==> src/sv/tmwf_pkg.sv <==
// tmwf_pkg: shared constants, widths, state encoding and control struct
// for the trimmed mean window filter. No dependencies.
package tmwf_pkg;

    // item and window sizes
    localparam int CODE_W     = 24;
    localparam int MAX_WINDOW = 128;
    localparam int MIN_WINDOW = 3;
    localparam int TRIM_COUNT = 2;

    // window length register
    localparam int              WLEN_W    = 8;
    localparam logic [WLEN_W-1:0] WIN_RESET = WLEN_W'(10);

    // derived widths
    localparam int SUM_W = CODE_W + $clog2(MAX_WINDOW);
    localparam int CNT_W = $clog2(MAX_WINDOW);
    localparam int NW    = $clog2(MAX_WINDOW + 1);
    localparam int DIV_W = $clog2(MAX_WINDOW - 1);
    localparam int BIT_W = $clog2(SUM_W);

    // register port
    localparam int ADDR_W = 3;
    localparam int DATA_W = 32;
    localparam int WIDX_W = ADDR_W - 2;
    localparam logic [WIDX_W-1:0] REG_WINDOW = WIDX_W'(0);

    typedef enum logic [2:0] {
        ST_IDLE,
        ST_ACC,
        ST_TRIM,
        ST_DIV,
        ST_OUT
    } state_t;

    // sequencer to datapath controls
    typedef struct packed {
        logic load;    // capture new sample, start accumulate pass
        logic acc;     // serial add and compare pass
        logic trim;    // serial subtract of max and min
        logic div;     // restoring divide, one quotient bit a cycle
        logic bit_lo;  // current bit lies inside the code width
        logic last;    // final bit of a pass
        logic first;   // sample is the first of its window
        logic clear;   // result taken, reset window state
    } dp_ctrl_t;

endpackage

==> src/sv/tmwf_cfg.sv <==
// tmwf_cfg: register port holding the window length, with range clamp
// and divisor derivation. Depends on tmwf_pkg.
module tmwf_cfg (
    input  logic                         clk,
    input  logic                         rst_n,
    input  logic                         psel,
    input  logic                         penable,
    input  logic                         pwrite,
    input  logic [tmwf_pkg::ADDR_W-1:0]  paddr,
    input  logic [tmwf_pkg::DATA_W-1:0]  pwdata,
    output logic [tmwf_pkg::DATA_W-1:0]  prdata,
    output logic                         pready,
    output logic [tmwf_pkg::NW-1:0]      n_eff,
    output logic [tmwf_pkg::DIV_W-1:0]   divisor
);
    import tmwf_pkg::*;

    logic [WLEN_W-1:0] win_reg;
    logic [WLEN_W-1:0] win_next;
    logic              wr_en;
    logic [WIDX_W-1:0] widx;

    assign pready = 1'b1;
    assign widx   = paddr[ADDR_W-1:2];
    assign wr_en  = psel && penable && pwrite && pready;

    always_comb
    begin
        win_next = win_reg;
        if (wr_en && (widx == REG_WINDOW))
        begin
            win_next = pwdata[WLEN_W-1:0];
        end
    end

    always_ff @(posedge clk or negedge rst_n)
    begin
        if (!rst_n)
        begin
            win_reg <= WIN_RESET;
        end
        else
        begin
            win_reg <= win_next;
        end
    end

    always_comb
    begin
        unique case (widx)
            REG_WINDOW: prdata = DATA_W'(win_reg);
            default:    prdata = '0;
        endcase
    end

    // values outside three to max window act as the nearest bound
    always_comb
    begin
        if (32'(win_reg) < MIN_WINDOW)
        begin
            n_eff = NW'(MIN_WINDOW);
        end
        else if (32'(win_reg) > MAX_WINDOW)
        begin
            n_eff = NW'(MAX_WINDOW);
        end
        else
        begin
            n_eff = NW'(win_reg);
        end
    end

    assign divisor = DIV_W'(n_eff - NW'(TRIM_COUNT));

endmodule

==> src/sv/tmwf_dp.sv <==
// tmwf_dp: bit-serial datapath; sum shifts one bit a cycle (add, trim,
// divide), max and min rotate for compare and trim. Depends on tmwf_pkg.
module tmwf_dp (
    input  logic                         clk,
    input  logic                         rst_n,
    input  tmwf_pkg::dp_ctrl_t           ctl,
    input  logic [tmwf_pkg::CODE_W-1:0]  sample_code,
    input  logic [tmwf_pkg::DIV_W-1:0]   divisor,
    output logic [tmwf_pkg::CODE_W-1:0]  result
);
    import tmwf_pkg::*;

    logic [SUM_W-1:0]  sum_reg, sum_next;
    logic [CODE_W-1:0] smp_reg, smp_next;
    logic [CODE_W-1:0] max_reg, max_next;
    logic [CODE_W-1:0] min_reg, min_next;
    logic [DIV_W-1:0]  rem_reg, rem_next;
    logic [1:0]        cy_reg, cy_next;
    logic              gt_reg, gt_next;
    logic              lt_reg, lt_next;

    logic              s_bit, a_bit, m_bit, n_bit, d_bit;
    logic [2:0]        sub3, brw3;
    logic [DIV_W:0]    cand, cand_sub;
    logic              q_bit;

    always_comb
    begin
        s_bit = sum_reg[0];
        a_bit = ctl.bit_lo & smp_reg[0];
        m_bit = ctl.bit_lo & max_reg[0];
        n_bit = ctl.bit_lo & min_reg[0];

        // trim: sum minus max minus min, borrow up to two
        sub3  = 3'(m_bit) + 3'(n_bit) + 3'(cy_reg);
        brw3  = sub3 + 3'(s_bit ^ sub3[0]) - 3'(s_bit);

        // restoring divide step
        cand     = {rem_reg, sum_reg[SUM_W-1]};
        cand_sub = cand - (DIV_W+1)'(divisor);
        q_bit    = (cand >= (DIV_W+1)'(divisor));

        sum_next = sum_reg;
        smp_next = smp_reg;
        max_next = max_reg;
        min_next = min_reg;
        rem_next = rem_reg;
        cy_next  = cy_reg;
        gt_next  = gt_reg;
        lt_next  = lt_reg;
        d_bit    = 1'b0;

        if (ctl.load)
        begin
            smp_next = sample_code;
            cy_next  = '0;
            gt_next  = 1'b0;
            lt_next  = 1'b0;
        end
        else if (ctl.acc)
        begin
            d_bit    = s_bit ^ a_bit ^ cy_reg[0];
            cy_next  = {1'b0, (s_bit & a_bit) | (cy_reg[0] & (s_bit ^ a_bit))};
            sum_next = {d_bit, sum_reg[SUM_W-1:1]};
            if (ctl.bit_lo)
            begin
                // lsb-first magnitude compare against max and min
                gt_next  = (a_bit & ~max_reg[0]) | (~(a_bit ^ max_reg[0]) & gt_reg);
                lt_next  = (~a_bit & min_reg[0]) | (~(a_bit ^ min_reg[0]) & lt_reg);
                smp_next = {smp_reg[0], smp_reg[CODE_W-1:1]};
                max_next = {max_reg[0], max_reg[CODE_W-1:1]};
                min_next = {min_reg[0], min_reg[CODE_W-1:1]};
            end
            if (ctl.last)
            begin
                cy_next = '0;
                if (ctl.first || gt_reg)
                begin
                    max_next = smp_reg;
                end
                if (ctl.first || lt_reg)
                begin
                    min_next = smp_reg;
                end
            end
        end
        else if (ctl.trim)
        begin
            d_bit    = s_bit ^ sub3[0];
            cy_next  = brw3[2:1];
            sum_next = {d_bit, sum_reg[SUM_W-1:1]};
            if (ctl.bit_lo)
            begin
                max_next = {max_reg[0], max_reg[CODE_W-1:1]};
                min_next = {min_reg[0], min_reg[CODE_W-1:1]};
            end
            if (ctl.last)
            begin
                cy_next  = '0;
                rem_next = '0;
            end
        end
        else if (ctl.div)
        begin
            rem_next = q_bit ? cand_sub[DIV_W-1:0] : cand[DIV_W-1:0];
            sum_next = {sum_reg[SUM_W-2:0], q_bit};
        end
        else if (ctl.clear)
        begin
            sum_next = '0;
            max_next = '0;
            min_next = '0;
        end
    end

    always_ff @(posedge clk or negedge rst_n)
    begin
        if (!rst_n)
        begin
            sum_reg <= '0;
            max_reg <= '0;
            min_reg <= '0;
            cy_reg  <= '0;
            gt_reg  <= 1'b0;
            lt_reg  <= 1'b0;
        end
        else
        begin
            sum_reg <= sum_next;
            max_reg <= max_next;
            min_reg <= min_next;
            cy_reg  <= cy_next;
            gt_reg  <= gt_next;
            lt_reg  <= lt_next;
        end
    end

    always_ff @(posedge clk)
    begin
        smp_reg <= smp_next;
        rem_reg <= rem_next;
    end

    // quotient fits the code width if the window length holds for the whole window
    assign result = sum_reg[CODE_W-1:0];

endmodule

==> src/sv/tmwf_ctrl.sv <==
// tmwf_ctrl: sequencer with bit counter and window sample count; drives
// the serial datapath passes. Depends on tmwf_pkg.
module tmwf_ctrl (
    input  logic                     clk,
    input  logic                     rst_n,
    input  logic                     in_valid,
    output logic                     in_ready,
    input  logic                     out_free,
    input  logic [tmwf_pkg::NW-1:0]  n_eff,
    output tmwf_pkg::dp_ctrl_t       ctl
);
    import tmwf_pkg::*;

    state_t            state_reg, state_next;
    logic [BIT_W-1:0]  bit_reg, bit_next;
    logic [CNT_W-1:0]  cnt_reg, cnt_next;
    logic              last_bit;
    logic              win_end;

    assign last_bit = (bit_reg == BIT_W'(SUM_W - 1));
    assign win_end  = ((NW'(cnt_reg) + NW'(1)) >= n_eff);

    // next state
    always_comb
    begin
        state_next = state_reg;
        unique case (state_reg)
            ST_IDLE:
            begin
                if (in_valid)
                begin
                    state_next = ST_ACC;
                end
            end
            ST_ACC:
            begin
                if (last_bit)
                begin
                    state_next = win_end ? ST_TRIM : ST_IDLE;
                end
            end
            ST_TRIM:
            begin
                if (last_bit)
                begin
                    state_next = ST_DIV;
                end
            end
            ST_DIV:
            begin
                if (last_bit)
                begin
                    state_next = ST_OUT;
                end
            end
            ST_OUT:
            begin
                if (out_free)
                begin
                    state_next = ST_IDLE;
                end
            end
            default: state_next = ST_IDLE;
        endcase
    end

    // counters
    always_comb
    begin
        bit_next = bit_reg;
        cnt_next = cnt_reg;
        if ((state_reg == ST_ACC) || (state_reg == ST_TRIM) || (state_reg == ST_DIV))
        begin
            bit_next = last_bit ? '0 : bit_reg + BIT_W'(1);
        end
        if ((state_reg == ST_ACC) && last_bit)
        begin
            cnt_next = win_end ? '0 : cnt_reg + CNT_W'(1);
        end
    end

    // outputs
    always_comb
    begin
        ctl        = '0;
        in_ready   = 1'b0;
        ctl.bit_lo = (32'(bit_reg) < CODE_W);
        ctl.last   = last_bit;
        ctl.first  = (cnt_reg == '0);
        unique case (state_reg)
            ST_IDLE:
            begin
                in_ready = 1'b1;
                ctl.load = in_valid;
            end
            ST_ACC:  ctl.acc   = 1'b1;
            ST_TRIM: ctl.trim  = 1'b1;
            ST_DIV:  ctl.div   = 1'b1;
            ST_OUT:  ctl.clear = out_free;
            default: ctl.load  = 1'b0;
        endcase
    end

    always_ff @(posedge clk or negedge rst_n)
    begin
        if (!rst_n)
        begin
            state_reg <= ST_IDLE;
            bit_reg   <= '0;
            cnt_reg   <= '0;
        end
        else
        begin
            state_reg <= state_next;
            bit_reg   <= bit_next;
            cnt_reg   <= cnt_next;
        end
    end

    a_accept_starts_pass: assert property (@(posedge clk) disable iff (!rst_n)
        (in_valid && in_ready) |=> (state_reg == ST_ACC) && (bit_reg == '0))
        else $error("accepted item did not start the accumulate pass");

    a_bit_bound: assert property (@(posedge clk) disable iff (!rst_n)
        32'(bit_reg) < SUM_W)
        else $error("bit counter beyond sum width");

    a_out_after_div: assert property (@(posedge clk) disable iff (!rst_n)
        $rose(state_reg == ST_OUT) |-> ($past(state_reg) == ST_DIV))
        else $error("result phase entered without a divide");

    a_clear_only_free: assert property (@(posedge clk) disable iff (!rst_n)
        ctl.clear |-> (out_free && (state_reg == ST_OUT)))
        else $error("window cleared while output register busy");

endmodule

==> src/sv/trimmed_mean_window_filter.sv <==
// trimmed_mean_window_filter: top level; stream ports, register port and
// output register around tmwf_cfg, tmwf_ctrl and tmwf_dp. Depends on tmwf_pkg.
//
// Groups unsigned 24-bit codes into windows of N samples (register 0 at byte
// address 0, reset 10, values below 3 act as 3 and above 128 as 128) and
// emits (sum - largest - smallest) / (N - 2), truncated, on the sample that
// closes each window. Everything runs bit-serially over the 31-bit sum word:
// an item that does not close its window is accepted and then passes through
// one serial add-and-compare pass. The closing item adds a serial trim pass, a
// restoring divide and a step that moves the quotient into the output
// register, plus any wait while an earlier result still sits unread in the
// output register. The input is taken only between items; a finished result
// may wait on the output while the next window already fills. There is no
// clearing pass after reset.
module trimmed_mean_window_filter (
    input  logic                         clk,
    input  logic                         rst_n,
    // input items
    input  logic                         s_tvalid,
    output logic                         s_tready,
    input  logic [23:0]                  s_tdata,   // [23:0] sample_code
    // result items
    output logic                         m_tvalid,
    input  logic                         m_tready,
    output logic [23:0]                  m_tdata,   // [23:0] trimmed_mean
    // register port
    input  logic                         psel,
    input  logic                         penable,
    input  logic                         pwrite,
    input  logic [tmwf_pkg::ADDR_W-1:0]  paddr,
    input  logic [tmwf_pkg::DATA_W-1:0]  pwdata,
    output logic [tmwf_pkg::DATA_W-1:0]  prdata,
    output logic                         pready
);
    import tmwf_pkg::*;

    logic [NW-1:0]     n_eff;
    logic [DIV_W-1:0]  divisor;
    dp_ctrl_t          ctl;
    logic [CODE_W-1:0] result;
    logic              out_free;

    // output register keeps the last result while the next window runs
    logic              ovld_reg, ovld_next;
    logic [CODE_W-1:0] odata_reg, odata_next;

    tmwf_cfg u_cfg (
        .clk     (clk),
        .rst_n   (rst_n),
        .psel    (psel),
        .penable (penable),
        .pwrite  (pwrite),
        .paddr   (paddr),
        .pwdata  (pwdata),
        .prdata  (prdata),
        .pready  (pready),
        .n_eff   (n_eff),
        .divisor (divisor)
    );

    tmwf_ctrl u_ctrl (
        .clk      (clk),
        .rst_n    (rst_n),
        .in_valid (s_tvalid),
        .in_ready (s_tready),
        .out_free (out_free),
        .n_eff    (n_eff),
        .ctl      (ctl)
    );

    tmwf_dp u_dp (
        .clk         (clk),
        .rst_n       (rst_n),
        .ctl         (ctl),
        .sample_code (s_tdata[CODE_W-1:0]),
        .divisor     (divisor),
        .result      (result)
    );

    // free when empty or being drained this cycle
    assign out_free = !ovld_reg || m_tready;

    always_comb
    begin
        ovld_next  = ovld_reg;
        odata_next = odata_reg;
        if (ovld_reg && m_tready)
        begin
            ovld_next = 1'b0;
        end
        if (ctl.clear)
        begin
            ovld_next  = 1'b1;
            odata_next = result;
        end
    end

    always_ff @(posedge clk or negedge rst_n)
    begin
        if (!rst_n)
        begin
            ovld_reg <= 1'b0;
        end
        else
        begin
            ovld_reg <= ovld_next;
        end
    end

    always_ff @(posedge clk)
    begin
        odata_reg <= odata_next;
    end

    assign m_tvalid = ovld_reg;
    assign m_tdata  = odata_reg;

endmodule
==> config.mk <==
export PLATFORM = sky130hd
export DESIGN_NAME = trimmed_mean_window_filter
export DESIGN_NICKNAME = d
export VERILOG_FILES = /design/src/sv/tmwf_pkg.sv /design/src/sv/tmwf_cfg.sv /design/src/sv/tmwf_dp.sv /design/src/sv/tmwf_ctrl.sv /design/src/sv/trimmed_mean_window_filter.sv
export SDC_FILE = /design/constraint.sdc
export NUM_CORES = 1
export LEC_CHECK = 0
export BUFFER_PORTS_ARGS = -buffer_cell sky130_fd_sc_hd__buf_2
export CAP_MARGIN = 20
export CORE_UTILIZATION = 45
export CTS_CLUSTER_SIZE = 20
export DETAILED_ROUTE_END_ITERATION = 7
export PLACE_DENSITY = 0.62
export SETUP_SLACK_MARGIN = 0.1
export SLEW_MARGIN = 20
export SYNTH_ARGS = -nofsm -noshare
export SYNTH_HDL_FRONTEND = slang
export SYNTH_SLANG_ARGS = --single-unit
==> constraint.sdc <==
create_clock -name clk -period 5.6 [get_ports clk]
set_clock_uncertainty 0.1 [all_clocks]
set_input_delay 0.56 -clock clk [delete_from_list [all_inputs] [get_ports clk]]
set_output_delay 0.56 -clock clk [all_outputs]
set_load 0.1 [all_outputs]
# Word-level counts from Yosys, hierarchy flattened
# Index checks and enable logic that the tools add are counted.
# op_classes
add_sub_neg	9
n_lt_le_gt_ge	5
n_eq_ne	12
n_mux	54
bitwise	25
n_reduce_logical	25
# ops
op	n
24-bit 2-to-1 mux	15
31-bit 2-to-1 mux	4
7-bit 2-to-1 mux	5
8-bit 2-to-1 mux	3
1-bit 2-to-1 mux	15
3-bit 2-to-1 mux	5
3-bit case mux with 5 select lines	1
2-bit 2-to-1 mux	5
2-bit by 1-bit != test with 1-bit output (second input constant)	5
1-bit AND	9
7-bit by 1-bit adder with 8-bit output (second input constant)	1
8-bit by 7-bit greater-or-equal comparator with 1-bit output	1
8-bit greater-or-equal comparator	1
8-bit > comparator (second input constant)	1
8-bit by 2-bit < comparator with 1-bit output (second input constant)	1
2-bit nonzero test	4
7-bit by 1-bit adder with 7-bit output (second input constant)	1
7-bit logical NOT	1
1-bit inverter	7
7-bit by 2-bit subtractor with 7-bit output (second input constant)	1
7-bit subtractor	1
3-bit by 2-bit equality test with 1-bit output (second input constant)	2
3-bit nonzero test	2
1-bit bitwise XOR	6
22 further kinds	33
# word_totals
ff_bits	162
output_inout_bits	59
wordCells	144

# Logic depth before layout (Yosys ltp)
# logic_depth
word_depth	11
ltp_mapped	14
ltp_nobuf	14

# By module
# A second synthesis with hierarchy kept.
# unflattened
cells_unflattened	931
area_unflattened_um2	9075.0
# by_module_without_submodules
module	n_inst	cells_per_inst	area_each_um2	seq_area_each_um2
tmwf_dp	1	693	6422.4	3007.9
tmwf_ctrl	1	130	1141.1	375.4
trimmed_mean_window_filter	1	27	768.2	745.7
tmwf_cfg	1	81	743.2	202.7

# Worst setup path before layout
# No wires, ideal clock.
# synth_timing
path_type	register -> register
from	register u_ctrl.state_reg[2]
to	register u_dp.lt_reg
setup_time_ns	0.121
arrival_ns	4.095
path_slack_ns	1.284
stages_incl_launch_ff	8
n_path_buf	2
path_cell_list	dfrtp_1 -> buf_2 -> nor3_1 -> and2_1 -> buf_2 -> or2_1 -> nand2_1 -> a22o_1
# synth_between
elab_chain_len	4
word_cells_on_any_way	8
classes_between	eq/ne (1); mux (3); reduce/logical (4)
# synth_rtl
item	line	rtl
start: declaration	tmwf_ctrl.sv:14	state_t state_reg, state_next;
start signal: assignment	tmwf_ctrl.sv:114	state_reg <= state_next;
3-bit by 1-bit equality test with 1-bit output / 3-bit logical NOT (equally long branches)	tmwf_ctrl.sv:90	unique case (state_reg)
1-bit 2-to-1 mux	tmwf_ctrl.sv:90	
2-bit nonzero test (no source line)	n/a	
2-bit AND reduction (no source line)	n/a	
end signal: assignment	tmwf_dp.sv:134	lt_reg <= lt_next;
end: declaration	tmwf_dp.sv:20	logic lt_reg, lt_next;
# Several ways; a longest one is shown, not always the timed one.
# A chain may end at the register's enable or synchronous reset.

# Final worst setup path
# layout_timing
from	register u_cfg.win_reg[4]
to	register u_dp.rem_reg[1], data pin
# layout_between
elab_chain_len	8
word_cells_on_any_way	10
classes_between	add/sub (2); order compare (3); mux (5)
# layout_rtl
item	line	rtl
start: declaration	tmwf_cfg.sv:18	logic [WLEN_W-1:0] win_reg;
start signal: assignment	tmwf_cfg.sv:44	win_reg <= win_next;
8-bit > comparator	tmwf_cfg.sv:63	else if (32'(win_reg) > MAX_WINDOW)
8-bit 2-to-1 mux	tmwf_cfg.sv:63	
8-bit 2-to-1 mux (*)	tmwf_cfg.sv:59	if (32'(win_reg) < MIN_WINDOW)
7-bit by 2-bit subtractor with 7-bit output (*)	tmwf_cfg.sv:73	assign divisor = DIV_W'(n_eff - NW'(TRIM_COUNT));
7-bit subtractor / 8-bit by 7-bit greater-or-equal comparator with 1-bit output (equally long branches)	tmwf_dp.sv:40, tmwf_dp.sv:41	
7-bit 2-to-1 mux (*)	tmwf_dp.sv:105	rem_next = q_bit ? cand_sub[DIV_W-1:0] : cand[DIV_W-1:0];
7-bit 2-to-1 mux (*)	tmwf_dp.sv:103	else if (ctl.div)
7-bit 2-to-1 mux (*)	tmwf_dp.sv:87	else if (ctl.trim)
end signal: assignment	tmwf_dp.sv:141	rem_reg <= rem_next;
end: declaration	tmwf_dp.sv:17	logic [DIV_W-1:0] rem_reg, rem_next;
# Mark *: on every way between the ends. The rest lies on a longest branch, timed or not. The select of a mux whose other input is x is not followed.

==> impl_metrics.env <==
export IMPL_synth_edf_count=55
export IMPL_ios=125
export IMPL_required_ns=5.75
export IMPL_cts_tree="done"
export IMPL_synth_area_um2=7960
export IMPL_largest_reg_flops=31
export IMPL_seq_area_frac_synth_pct=54.42
export IMPL_critPathCaptureType="register"
export IMPL_ys_ff_latch=162
export IMPL_placed_cell_area_um2=8348
export IMPL_status="complete, but fails checks"
export IMPL_synth_area_leaders="dfrtp_1, edfxtp_1, a222oi_1"
export IMPL_dr_total_vias=5690
export IMPL_rsz0062_at_grt="false"
export IMPL_violations="design-rule violations"
export IMPL_grt_usage_pct=18.53
export IMPL_drv_slew=0
export IMPL_async_flop_share_pct=66.05
export IMPL_yosysTopAreaCell="dfrtp_1"
export IMPL_worstSkewPairLatency_ns=0.43
export IMPL_wl_per_cell_um=15.63
export IMPL_nets=883
export IMPL_wirelength_mm=16.04
export IMPL_core_um2=17300
export IMPL_ir_drop_v=0.0003145
export IMPL_cts_buffers=17
export IMPL_io_buffer_count=73
export IMPL_dp_cells=994
export IMPL_cts_buffer_depth=2
export IMPL_grt_pass1_vias=5415
export IMPL_period_minus_slack_ns=3.706
export IMPL_finalNonFillerCells=1026
export IMPL_power_density_nw_per_um2=534.5
export IMPL_worstPathMaxFanout=8
export IMPL_finalWeightedCongestion=0.8014
export IMPL_cts_sinks=162
export IMPL_stdcell_area_um2=8951
export IMPL_setup_tns_ns=0
export IMPL_overflow=0
export IMPL_hold_viol_final=0
export IMPL_start_kind="register"
export IMPL_fmax_mhz=269.8
export IMPL_slew_headroom_pct=31.25
export IMPL_drt_iter0_markers=619
export IMPL_dp_hpwl_mm=10.55
export IMPL_avgSynthCellArea_um2=10.89
export IMPL_utilization_pct=51.75
export IMPL_yosys_warnings=0
export IMPL_synth_top_cell_area_share_pct=33.01
export IMPL_use_met2_pct=30.53
export IMPL_hold_buffers=0
export IMPL_initial_core_util_pct=46.02
export IMPL_postCtsSetupRepairBufs=0
export IMPL_worstSetupStartpoint="u_cfg.win_reg[4]"
export IMPL_cts_resized=0
export IMPL_die_w_um=135
export IMPL_tightest_slew_ns=1.028
export IMPL_antenna_cells=0
export IMPL_r2r_slack_ns=1.89
export IMPL_grt_pass1_wl_mm=26.70
export IMPL_yosysMostFrequentCell="nand2_1"
export IMPL_crit_arrival_ns=3.86
export IMPL_power_leakage_nw=4.369
export IMPL_antenna_left=0
export IMPL_core_rowCount=48
export IMPL_synth_cells=731
export IMPL_area_growth_pct=12.45
export IMPL_viasPerCell=5.546
export IMPL_antenna_found_initial=0
export IMPL_critPathKind="reg -> reg"
export IMPL_timing_final_crit_share_pct=66.19
export IMPL_synth_distinct_cells=67
export IMPL_min_path_type="in -> async"
export IMPL_dr_pass1_iters=8
export IMPL_clock_root_buffer="clkbuf_16"
export IMPL_ys_top_cells_by_count="nand2_1, dfrtp_1, inv_1, a222oi_1, edfxtp_1"
export IMPL_grt_max_degree=72
export IMPL_drive_gt1_share_pct=17.35
export IMPL_finalSetupViolations=0
export IMPL_drc=8
export IMPL_max_cap_violations=0
export IMPL_top_usage_layer="met2"
export IMPL_r2r_start="u_cfg.win_reg[4]"
export IMPL_use_met1_pct=24.26
export IMPL_design_die_area_um2=18230
export IMPL_fill_cells=1519
export IMPL_dominantRegCellSynth="dfrtp_1"
export IMPL_grtUsageMet3_pct=3.941
export IMPL_htreeDepth=4
export IMPL_clk_pin_slew_ns=0.06
export IMPL_die_h_um=135
export IMPL_hold_ws_ns=0.1476
through the flow:
step	setup slack (ns)	power (mW)
2_1_floorplan	1.284	3.283
3_3_place_gp	2.057	3.561
3_5_place_dp	1.979	3.624
4_1_cts	1.943	4.812
5_1_grt	1.483	5.109
6_report	1.894	4.784
metal layers:
metal / routed length (um) / vias to the layer above
met5: 0 / -
met4: 245 / 0
met3: 707 / 23
met2: 7888 / 150
met1: 7195 / 2789
li1: - / 2728
final cells by class:
type                       count  area [um2]  share of cell area (%)
clock buffer                  17       425.4                   4.753
sequential                   162        4332                   48.39
clock inverter                15       170.2                   1.901
multi-input combinational    434        2980                   33.30
timing repair buffer          78       405.4                   4.529
inverter                      95       356.6                   3.984
tap                          225       281.5                   3.145
report_power, final:
group,switching [mW],internal [mW],leakage [nW],total (mW)
sequential,0.323,1.68,1.92,2.00
clock,0.505,0.671,0.295,1.18
combinational,0.993,0.615,2.15,1.61
logic make-up after synthesis:
logic type	synth area share [%]
AO/OA/AOI/OAI	16.25
XOR/XNOR	1.100
adder cells (fa/ha/maj)	4.936
buffers and inverters	9.415
flip-flops	54.42
multiplexers	1.666
other	0.09435
AND/OR/NAND/NOR	12.12
cell usage in the layout (no fill, tap or decap), types with 7 or more instances in the layout:
| cell | n |
|---|---|
| nor2b_1 | 10 |
| edfxtp_1 | 55 |
| clkbuf_16 | 17 |
| dfrtp_1 | 105 |
| nor2_1 | 26 |
| a21oi_1 | 17 |
| buf_2 | 72 |
| conb_1 | 25 |
| mux2_2 | 10 |
| a222oi_1 | 75 |
| inv_1 | 95 |
| nand3_1 | 11 |
| nand2b_1 | 8 |
| nand2_1 | 109 |
| o21ai_0 | 19 |
| xnor2_1 | 7 |
| ha_1 | 25 |
final timing paths:
path                                         end  depth (start not counted)
worst min register to register  u_dp.min_reg[22]                          2
max in group asynchronous       u_dp.sum_reg[23]                          2
worst max-delay path             u_dp.rem_reg[1]                         14
worst max register to register   u_dp.rem_reg[1]                         14
min in group clk                u_cfg.win_reg[1]                          2
worst min-delay path            u_cfg.win_reg[0]                          1
critical path, stage by stage, from the launching register on:
cell      delay, ns
dfrtp_1        0.43
nor2_1         0.14
nor4b_1        0.49
nor2_1         0.08
nor2_1         0.15
inv_1          0.11
ha_1           0.21
nand3_1        0.08
xnor2_1        0.15
ha_1           0.30
inv_1          0.18
o211ai_1       0.13
o221ai_1       0.54
nand2_1        0.16
a211oi_1       0.28
Note: power is estimated with default switching activity, not from simulation.
